[src/rtl/wpq_pkg.sv]
package wpq_pkg;

   // operation codes on req_op
   localparam logic [2:0] OP_ENQUEUE = 3'd0;
   localparam logic [2:0] OP_DEQUEUE = 3'd1;
   localparam logic [2:0] OP_PEEK    = 3'd2;
   localparam logic [2:0] OP_REMOVE  = 3'd3;
   localparam logic [2:0] OP_LIST    = 3'd4;

   // result status codes
   localparam logic [1:0] STAT_OK        = 2'd0;
   localparam logic [1:0] STAT_EMPTY     = 2'd1;
   localparam logic [1:0] STAT_NOT_FOUND = 2'd2;
   localparam logic [1:0] STAT_FULL      = 2'd3;

   // burst limit and streak counter
   localparam int         BURST_W     = 4;
   localparam logic [3:0] BURST_RESET = 4'd2;
   localparam logic [3:0] STREAK_MAX  = 4'd15;

   // listing length cap and its counter width
   localparam int MAX_RESULTS = 32;
   localparam int KW          = $clog2(MAX_RESULTS + 1);

   typedef enum logic [1:0] {
      S_IDLE,
      S_EXEC,
      S_LIST,
      S_RESTORE
   } state_type;

   // operation applied to a whole row of cells
   typedef enum logic [2:0] {
      ROW_HOLD,
      ROW_PUSH,
      ROW_POP,
      ROW_REMOVE,
      ROW_ROTATE
   } row_op_type;

   // what one cell loads this cycle
   typedef enum logic [1:0] {
      CELL_HOLD,
      CELL_LOAD,
      CELL_NEXT,
      CELL_HEAD
   } cell_cmd_type;

   // row status back to the controller
   typedef struct packed {
      logic hit;
      logic empty;
   } row_stat_type;

   // class picked for service: 1 high-priority, 0 general
   function automatic logic pick_high(input logic [BURST_W-1:0] strk,
                                      input logic [BURST_W-1:0] limit,
                                      input logic have_pri,
                                      input logic have_gen);
      logic sel;
      if (strk >= limit) begin
         sel = !have_gen;
      end else begin
         sel = have_pri;
      end
      return sel;
   endfunction

endpackage

[src/rtl/two_class_weighted_priority_queue.sv]
// Two-class client queue with weighted service: a high-priority queue and a general queue,
// each QUEUE_DEPTH identifiers deep, held in rows of cells that shift toward the head.
// Service takes high-priority clients first until csr_write_data's burst limit is met,
// then a waiting general client. Enqueue, dequeue, peek and remove take the request in
// S_IDLE, then let the cell rows compare and shift in S_EXEC, with any wait on rsp_ready
// spent in S_EXEC. A listing takes the request in S_IDLE and sets up in S_EXEC, then
// lists the clients in S_LIST (at most 32), each one held while it waits on rsp_ready,
// then the rows rotate back to their order in S_RESTORE until each row has turned fully.
// A new request is taken only while the block is idle; a finished result may still be
// waiting on rsp_ready.
module two_class_weighted_priority_queue #(
   parameter int QUEUE_DEPTH = 16,
   parameter int ID_WIDTH    = 16
) (
   input  logic                clock,
   input  logic                reset,
   input  logic                req_valid,
   output logic                req_ready,
   input  logic [2:0]          req_op,
   input  logic [ID_WIDTH-1:0] req_client_id,
   input  logic                req_is_elderly,
   output logic                rsp_valid,
   input  logic                rsp_ready,
   output logic [1:0]          rsp_status,
   output logic [ID_WIDTH-1:0] rsp_out_client,
   output logic                rsp_out_elderly,
   output logic                rsp_last,
   input  logic                csr_write_enable,
   input  logic [3:0]          csr_write_data
);
   import wpq_pkg::*;

   localparam int CW = $clog2(QUEUE_DEPTH + 1);
   localparam int SW = (CW + 1 > KW) ? CW + 1 : KW;

   state_type state_ff, state_in;

   logic [2:0]          op_ff;
   logic [ID_WIDTH-1:0] id_ff;
   logic                cls_ff;
   logic [BURST_W-1:0]  burst_ff;
   logic [BURST_W-1:0]  streak_ff, streak_in;
   logic [BURST_W-1:0]  lstreak_ff, lstreak_in;
   logic [CW-1:0]       pi_ff, pi_in, gi_ff, gi_in;
   logic [KW-1:0]       k_ff, k_in, total_ff, total_in;

   logic                rsp_valid_ff, rsp_valid_in;
   logic [1:0]          rsp_status_ff, rsp_status_in;
   logic [ID_WIDTH-1:0] rsp_client_ff, rsp_client_in;
   logic                rsp_elderly_ff, rsp_elderly_in;
   logic                rsp_last_ff, rsp_last_in;
   logic                rsp_load;

   row_op_type          pri_op, gen_op;
   row_stat_type        pri_stat, gen_stat;
   logic [ID_WIDTH-1:0] pri_head, gen_head;
   logic [CW-1:0]       pri_count, gen_count;

   logic                slot_free, op_known, both_empty, list_go, list_last;
   logic                serve_sel, list_sel, pri_left, gen_left, restore_done;
   logic [SW-1:0]       sum_w;

   // cell rows
   wpq_row #(.DEPTH(QUEUE_DEPTH), .ID_W(ID_WIDTH), .CW(CW)) u_pri (
      .clock   (clock),
      .reset   (reset),
      .op      (pri_op),
      .push_id (id_ff),
      .target  (id_ff),
      .head    (pri_head),
      .count   (pri_count),
      .stat    (pri_stat)
   );

   wpq_row #(.DEPTH(QUEUE_DEPTH), .ID_W(ID_WIDTH), .CW(CW)) u_gen (
      .clock   (clock),
      .reset   (reset),
      .op      (gen_op),
      .push_id (id_ff),
      .target  (id_ff),
      .head    (gen_head),
      .count   (gen_count),
      .stat    (gen_stat)
   );

   // shared decode
   assign slot_free    = !rsp_valid_ff || rsp_ready;
   assign op_known     = op_ff inside {[OP_ENQUEUE:OP_LIST]};
   assign both_empty   = pri_stat.empty && gen_stat.empty;
   assign list_go      = (op_ff == OP_LIST) && !both_empty;
   assign serve_sel    = pick_high(streak_ff, burst_ff, !pri_stat.empty, !gen_stat.empty);
   assign pri_left     = pi_ff < pri_count;
   assign gen_left     = gi_ff < gen_count;
   assign list_sel     = pick_high(lstreak_ff, burst_ff, pri_left, gen_left);
   assign list_last    = (k_ff + KW'(1)) == total_ff;
   assign restore_done = !pri_left && !gen_left;
   assign sum_w        = SW'(pri_count) + SW'(gen_count);
   assign req_ready    = (state_ff == S_IDLE);

   // next state
   always_comb begin
      state_in = state_ff;
      case (state_ff)
         S_IDLE: begin
            if (req_valid) state_in = S_EXEC;
         end
         S_EXEC: begin
            if (!op_known) begin
               state_in = S_IDLE;
            end else if (slot_free) begin
               state_in = list_go ? S_LIST : S_IDLE;
            end
         end
         S_LIST: begin
            if (slot_free && list_last) state_in = S_RESTORE;
         end
         S_RESTORE: begin
            if (restore_done) state_in = S_IDLE;
         end
         default: state_in = S_IDLE;
      endcase
   end

   // datapath control and result generation
   always_comb begin
      pri_op         = ROW_HOLD;
      gen_op         = ROW_HOLD;
      rsp_load       = 1'b0;
      rsp_status_in  = STAT_OK;
      rsp_client_in  = '0;
      rsp_elderly_in = 1'b0;
      rsp_last_in    = 1'b1;
      streak_in      = streak_ff;
      lstreak_in     = lstreak_ff;
      pi_in          = pi_ff;
      gi_in          = gi_ff;
      k_in           = k_ff;
      total_in       = total_ff;
      case (state_ff)
         S_EXEC: begin
            if (slot_free) begin
               case (op_ff)
                  OP_ENQUEUE: begin
                     rsp_load = 1'b1;
                     if (cls_ff) begin
                        if (pri_count == CW'(QUEUE_DEPTH)) begin
                           rsp_status_in = STAT_FULL;
                        end else begin
                           pri_op = ROW_PUSH;
                        end
                     end else begin
                        if (gen_count == CW'(QUEUE_DEPTH)) begin
                           rsp_status_in = STAT_FULL;
                        end else begin
                           gen_op = ROW_PUSH;
                        end
                     end
                  end
                  OP_DEQUEUE, OP_PEEK: begin
                     rsp_load = 1'b1;
                     if (both_empty) begin
                        rsp_status_in = STAT_EMPTY;
                     end else begin
                        rsp_client_in  = serve_sel ? pri_head : gen_head;
                        rsp_elderly_in = serve_sel;
                        if (op_ff == OP_DEQUEUE) begin
                           if (serve_sel) begin
                              pri_op = ROW_POP;
                              if (streak_ff != STREAK_MAX) streak_in = streak_ff + 4'd1;
                           end else begin
                              gen_op    = ROW_POP;
                              streak_in = '0;
                           end
                        end
                     end
                  end
                  OP_REMOVE: begin
                     rsp_load = 1'b1;
                     if (pri_stat.hit) begin
                        pri_op = ROW_REMOVE;
                     end else if (gen_stat.hit) begin
                        gen_op = ROW_REMOVE;
                     end else begin
                        rsp_status_in = STAT_NOT_FOUND;
                     end
                  end
                  OP_LIST: begin
                     if (both_empty) begin
                        rsp_load      = 1'b1;
                        rsp_status_in = STAT_EMPTY;
                     end else begin
                        pi_in      = '0;
                        gi_in      = '0;
                        k_in       = '0;
                        lstreak_in = streak_ff;
                        if (sum_w > SW'(MAX_RESULTS)) begin
                           total_in = KW'(MAX_RESULTS);
                        end else begin
                           total_in = sum_w[KW-1:0];
                        end
                     end
                  end
                  default: rsp_load = 1'b0;
               endcase
            end
         end
         S_LIST: begin
            if (slot_free) begin
               rsp_load       = 1'b1;
               rsp_client_in  = list_sel ? pri_head : gen_head;
               rsp_elderly_in = list_sel;
               rsp_last_in    = list_last;
               k_in           = k_ff + KW'(1);
               if (list_sel) begin
                  pri_op = ROW_ROTATE;
                  pi_in  = pi_ff + CW'(1);
                  if (lstreak_ff != STREAK_MAX) lstreak_in = lstreak_ff + 4'd1;
               end else begin
                  gen_op     = ROW_ROTATE;
                  gi_in      = gi_ff + CW'(1);
                  lstreak_in = '0;
               end
            end
         end
         S_RESTORE: begin
            // finish the rotations so each row is back in service order
            if (pri_left) begin
               pri_op = ROW_ROTATE;
               pi_in  = pi_ff + CW'(1);
            end
            if (gen_left) begin
               gen_op = ROW_ROTATE;
               gi_in  = gi_ff + CW'(1);
            end
         end
         default: rsp_load = 1'b0;
      endcase
   end

   // result register
   always_comb begin
      if (rsp_load) begin
         rsp_valid_in = 1'b1;
      end else if (rsp_ready) begin
         rsp_valid_in = 1'b0;
      end else begin
         rsp_valid_in = rsp_valid_ff;
      end
   end

   // control state
   always_ff @(posedge clock) begin
      if (reset) begin
         state_ff     <= S_IDLE;
         streak_ff    <= '0;
         burst_ff     <= BURST_RESET;
         rsp_valid_ff <= 1'b0;
      end else begin
         state_ff     <= state_in;
         streak_ff    <= streak_in;
         rsp_valid_ff <= rsp_valid_in;
         if (csr_write_enable) burst_ff <= csr_write_data;
      end
   end

   // request capture, listing counters and result payload
   always_ff @(posedge clock) begin
      if (req_valid && req_ready) begin
         op_ff  <= req_op;
         id_ff  <= req_client_id;
         cls_ff <= req_is_elderly;
      end
      lstreak_ff <= lstreak_in;
      pi_ff      <= pi_in;
      gi_ff      <= gi_in;
      k_ff       <= k_in;
      total_ff   <= total_in;
      if (rsp_load) begin
         rsp_status_ff  <= rsp_status_in;
         rsp_client_ff  <= rsp_client_in;
         rsp_elderly_ff <= rsp_elderly_in;
         rsp_last_ff    <= rsp_last_in;
      end
   end

   assign rsp_valid       = rsp_valid_ff;
   assign rsp_status      = rsp_status_ff;
   assign rsp_out_client  = rsp_client_ff;
   assign rsp_out_elderly = rsp_elderly_ff;
   assign rsp_last        = rsp_last_ff;

endmodule

[src/rtl/wpq_cell.sv]
module wpq_cell #(
   parameter int ID_W = 16
) (
   input  logic                  clock,
   input  wpq_pkg::cell_cmd_type cmd,
   input  logic                  occupied,
   input  logic [ID_W-1:0]       load_id,
   input  logic [ID_W-1:0]       next_id,
   input  logic [ID_W-1:0]       head_id,
   input  logic [ID_W-1:0]       target,
   output logic [ID_W-1:0]       data,
   output logic                  match
);
   import wpq_pkg::*;

   logic [ID_W-1:0] data_ff, data_in;

   // pick the new contents of this cell
   always_comb begin
      case (cmd)
         CELL_LOAD: data_in = load_id;
         CELL_NEXT: data_in = next_id;
         CELL_HEAD: data_in = head_id;
         default:   data_in = data_ff;
      endcase
   end

   always_ff @(posedge clock) begin
      data_ff <= data_in;
   end

   // identifier compare for removal
   assign match = occupied && (data_ff == target);
   assign data  = data_ff;

endmodule

[src/rtl/wpq_row.sv]
module wpq_row #(
   parameter int DEPTH = 16,
   parameter int ID_W  = 16,
   parameter int CW    = $clog2(DEPTH + 1)
) (
   input  logic                  clock,
   input  logic                  reset,
   input  wpq_pkg::row_op_type   op,
   input  logic [ID_W-1:0]       push_id,
   input  logic [ID_W-1:0]       target,
   output logic [ID_W-1:0]       head,
   output logic [CW-1:0]         count,
   output wpq_pkg::row_stat_type stat
);
   import wpq_pkg::*;

   logic [CW-1:0]   count_ff, count_in;
   logic [ID_W-1:0] data [DEPTH];
   logic [DEPTH-1:0] match;
   logic [DEPTH:0]   seen;
   cell_cmd_type     cmd [DEPTH];

   // first-match chain: a cell at or after the first match shifts toward the head
   assign seen[0] = 1'b0;

   for (genvar i = 0; i < DEPTH; i++) begin : g_cell
      logic [ID_W-1:0] next_id;
      logic            occupied;

      assign occupied    = CW'(i) < count_ff;
      assign seen[i + 1] = seen[i] | match[i];

      if (i == DEPTH - 1) begin : g_tail
         assign next_id = data[i];
      end else begin : g_mid
         assign next_id = data[i + 1];
      end

      // per-cell command decode
      always_comb begin
         cmd[i] = CELL_HOLD;
         case (op)
            ROW_PUSH: begin
               if (CW'(i) == count_ff) cmd[i] = CELL_LOAD;
            end
            ROW_POP: begin
               cmd[i] = CELL_NEXT;
            end
            ROW_REMOVE: begin
               if (seen[i] || match[i]) cmd[i] = CELL_NEXT;
            end
            ROW_ROTATE: begin
               if (CW'(i + 1) == count_ff) begin
                  cmd[i] = CELL_HEAD;
               end else if (occupied) begin
                  cmd[i] = CELL_NEXT;
               end
            end
            default: cmd[i] = CELL_HOLD;
         endcase
      end

      wpq_cell #(.ID_W(ID_W)) u_cell (
         .clock    (clock),
         .cmd      (cmd[i]),
         .occupied (occupied),
         .load_id  (push_id),
         .next_id  (next_id),
         .head_id  (data[0]),
         .target   (target),
         .data     (data[i]),
         .match    (match[i])
      );
   end

   // fill count
   always_comb begin
      count_in = count_ff;
      case (op)
         ROW_PUSH:   count_in = count_ff + CW'(1);
         ROW_POP:    count_in = count_ff - CW'(1);
         ROW_REMOVE: if (seen[DEPTH]) count_in = count_ff - CW'(1);
         default:    count_in = count_ff;
      endcase
   end

   always_ff @(posedge clock) begin
      if (reset) begin
         count_ff <= '0;
      end else begin
         count_ff <= count_in;
      end
   end

   assign head       = data[0];
   assign count      = count_ff;
   assign stat.hit   = seen[DEPTH];
   assign stat.empty = (count_ff == '0);

endmodule

[config.mk]
export PLATFORM = sky130hd
export DESIGN_NAME = two_class_weighted_priority_queue
export DESIGN_NICKNAME = d
export VERILOG_FILES = /design/src/rtl/wpq_pkg.sv /design/src/rtl/two_class_weighted_priority_queue.sv /design/src/rtl/wpq_cell.sv /design/src/rtl/wpq_row.sv
export SDC_FILE = /design/constraint.sdc
export NUM_CORES = 2
export LEC_CHECK = 0
export BUFFER_PORTS_ARGS = -buffer_cell sky130_fd_sc_hd__buf_4
export CAP_MARGIN = 20
export CORE_MARGIN = 4
export CORE_UTILIZATION = 46
export CTS_BUF_LIST = sky130_fd_sc_hd__clkbuf_16
export DETAILED_ROUTE_END_ITERATION = 6
export GPL_TIMING_DRIVEN = 0
export MAX_ROUTING_LAYER = met4
export SYNTH_ARGS = -nofsm -noshare
export SYNTH_HDL_FRONTEND = slang
export SYNTH_SLANG_ARGS = --single-unit
[constraint.sdc]
create_clock -name clock -period 4.9 [get_ports clock]
set_clock_uncertainty 0.05 [all_clocks]
set_input_delay 0.245 -clock clock [delete_from_list [all_inputs] [get_ports clock]]
set_output_delay 0.245 -clock clock [all_outputs]
set_load 0.01 [all_outputs]
==> results.py <==
metrics = {
    "hold_path": {
        "min_to": "state_ff[0]",
        "hold_class": "in2reg",
        "hp-start": "req_valid",
        "holdPathStages": 5,
    },
    "worst_setup_path": {
        "reg2reg_slack_ps": -60,
        "start_kind": "flop",
        "reg2reg_to": "u_gen.g_cell[9].u_cell.data[8]",
        "crit_fanout": 16,
        "reg2regPathDepth": 14,
        "required_ps": 5150,
        "reg2reg_from": "id_ff[0]",
        "critPathKind": "reg2reg",
        "critPathCaptureType": "flop",
        "cp.arrival_ps": 5210,
    },
    "sta": {
        "slew-limit-headroom_pct": 13.1,
        "fin_ws_ps": -63.7,
        "finalHoldViolations": 0,
        "grt_setup_unrepaired": "yes",
        "setup_viol": 107,
        "fin_crit_ps": 4960,
        "max_freq_mhz": 201,
        "whs_ps": 48.8,
        "slew_violations": 0,
        "post-route-period-util_pct": 101,
        "tightestPinTransition_ps": 1300,
        "final.setup.tns_ps": -3910,
    },
    "cts": {
        "tritoncts": "built",
        "cts.clk_slew.worst_paths_ps": 60,
        "h-tree-depth": 3,
        "cts_num_sinks": 599,
        "numCtsBuffers": 75,
        "clockRootBuffer": "clkbuf_16",
        "clockBufferDepth": 3,
        "clock_latency_ps": 670,
    },
    "synth": {
        "ys_seq_area_share_pct": 45.2,
        "synth_edf_count": 578,
        "post_synth.cell_area_avg_um2": 11.2,
        "syn-cell-area_um2": 39300,
        "ys_ff_latch": 599,
        "postSynth.asyncResetShare_pct": 0,
        "ys.flop_type": "edfxtp_1",
        "syn_nets": 3590,
        "synth_cell_types": 98,
        "syn_inst": 3519,
        "yosysWarnings": 0,
    },
    "drt": {
        "firstDrtPassIters": 6,
        "drt_iter0_markers": 5337,
        "wl_per_cell_um": 41.4,
        "avgViaCountPerCell": 7.06,
        "vias": 35200,
        "drc": 0,
        "drt-total-wl_um": 206000,
        "postRouteAntennaNets": 0,
    },
    "place": {
        "portBuffers": 48,
        "dpl.cell_count": 4746,
        "gp_congestion": 1.04,
        "pre_cts_slack_ps": -1930,
        "hpwl_um": 144000,
    },
    "power_and_ir_drop": {
        "power_leakage_nw": 17.8,
        "powerDensity_nw_per_um2": 281,
        "irDropWorstVdd_mv": 0.247,
        "power_mw": 13.1,
    },
    "grt": {
        "overflow": 0,
        "grt_pass1_vias": 32700,
        "antenna_found_initial": 11,
        "grt_usage_pct": 45.6,
        "grt_pass1_wl_um": 274000,
        "grt_max_degree": 22,
    },
    "status": {
        "violations": "negative setup slack",
        "status": "complete, but fails checks",
    },
    "floorplan": {
        "coreArea_um2": 84200,
        "rows": 106,
        "die_x_um": 300,
        "die_h_um": 300,
        "dieArea_um2": 90200,
        "start_util_pct": 46.7,
        "io_pins": 51,
    },
    "final_layout": {
        "layout_common_cells": "edfxtp_1 (578), a22o_1 (364), a21o_1 (355)",
        "nets": 3855,
        "instances_no_fill": 4985,
        "nFillCells": 7403,
        "final_common_cell": "edfxtp_1",
        "area_growth_syn_to_layout_pct": 18.1,
        "drive_above_1_share_pct": 19.2,
    },
    "job": {
        "cap_violations": 0,
    },
}
-- state kept, by name (all words and copies together) (netlist names), 2 cells and up, named ones only --
signal,cells
op_ff,3
lstreak_ff,4
rsp_out_client,16
pi_ff,5
k_ff,6
rsp_status,2
u_pri.count,5
u_pri.g_cell.u_cell.data,256
gi_ff,5
burst_ff,4
u_gen.g_cell.u_cell.data,256
id_ff,16
total_ff,6
u_gen.count,5
streak_ff,4
-- synth_stat cells (9+ instances only) --
master / count / area [µm²]
nor4_1: 89 / 557
and2_0: 14 / 87.6
and2_1: 17 / 106
ha_1: 41 / 513
mux2_2: 82 / 923
inv_1: 29 / 109
nor2b_1: 49 / 307
or2_2: 9 / 56.3
or4_1: 11 / 82.6
a31oi_1: 9 / 56.3
nor4b_1: 19 / 166
clkbuf_1: 177 / 664
nand2_1: 142 / 533
dfxtp_1: 21 / 420
xnor2_1: 297 / 2600
and3_1: 42 / 263
a22oi_1: 48 / 360
a21o_1: 356 / 2670
and4b_1: 9 / 90.1
buf_1: 19 / 71.3
a22oi_2: 9 / 113
buf_2: 57 / 285
a22o_1: 364 / 3190
buf_6: 24 / 270
edfxtp_1: 578 / 17400
nor2_1: 116 / 435
nand2b_1: 11 / 68.8
a221o_1: 70 / 701
a21oi_1: 46 / 230
xor2_1: 245 / 2150
nor3_1: 56 / 280
nor3_2: 15 / 150
buf_4: 41 / 308
nand4_1: 102 / 638
nand3_1: 64 / 320
o22ai_1: 9 / 56.3
o21ai_0: 54 / 270
nand4b_1: 15 / 131
-- cell families (layout without fill, tap and decap cells) --
logic type               after synthesis  in the layout  synth area share [%]
AO/OA/AOI/OAI                       1049           1050                  21.7
AND/OR/NAND/NOR                      837            840                  12.3
flip-flops                           599            599                  45.2
XOR/XNOR                             544            544                  12.2
buffers and inverters                361            680                  4.74
multiplexers                          87             87                  2.48
adder cells (fa/ha/maj)               42             42                  1.36
other                                  0              9                     0
-- through the flow --
step,area (µm²),util (%)
6_report,46400,55.1
5_1_grt,46400,55.1
4_1_cts,45400,53.9
3_5_place_dp,41900,49.7
3_3_place_gp,41100,48.8
2_1_floorplan,39300,-
-- report_power, final --
part	total [mW]	switching, mW	internal (mW)
registers	5.69	0.0266	5.66
logic	1.95	1.24	0.715
clock network	5.43	2.37	3.05
total	13.1	3.64	9.43
-- routing by layer --
layer	wire length, µm	share of wire (%)	global-route usage (%)	up-vias
met1	74200	36	53.8	17500
met3	25500	12	14.4	843
met4	19600	9.5	33.5	0
li1	-	-	-	14100
met2	87100	42	65.4	2752
met5	0	0	-	-
-- critical path, stage by stage (launching register included) --
cell,delay (ps)
edfxtp_1,360
buf_6,310
buf_8,290
buf_6,280
xnor2_1,180
nor4b_1,360
nand3_1,340
nand2_1,220
nor4_4,90
a2111oi_4,390
buf_6,210
a22o_1,320
buf_4,320
nand2_1,280
o21bai_4,570
-- area by class of cell --
type,instances,area (µm²),share of cell area [%]
Clock inverter,56,328,0.706
Tap cell,1134,1420,3.06
Inverter,34,145,0.313
Sequential cell,599,17800,38.3
Antenna cell,9,22.5,0.0485
Clock buffer,79,1980,4.26
Multi-Input combinational cell,2563,20500,44.1
Timing Repair Buffer,191,1980,4.27
Buffer,320,2280,4.92
-- repair_timing --
item	CTS	global route
pin swaps	12	17
buffers inserted	21	43
cloned	0	5
setup endpoints to repair	1026	791
resized for setup	206	140
endpoints found under the hold margin	25	0
hold buffers	30	0
-- worst max-delay path by stage --
stage	startpoint	to	slack [ps]	cells past startpoint
after global routing	u_pri.count[1]	u_pri.g_cell[1].u_cell.data[6]	-50	15
after floorplan	u_pri.count[1]	u_pri.g_cell[2].u_cell.data[0]	80	13
after global placement	id_ff[8]	u_gen.g_cell[13].u_cell.data[8]	-3080	14
final	id_ff[0]	u_gen.g_cell[9].u_cell.data[8]	-60	14
after detailed placement	u_pri.count[1]	u_gen.g_cell[13].u_cell.data[12]	-1930	12
after CTS	id_ff[0]	u_pri.g_cell[10].u_cell.data[13]	0.8	15
Power figures use the tool's default switching activity.
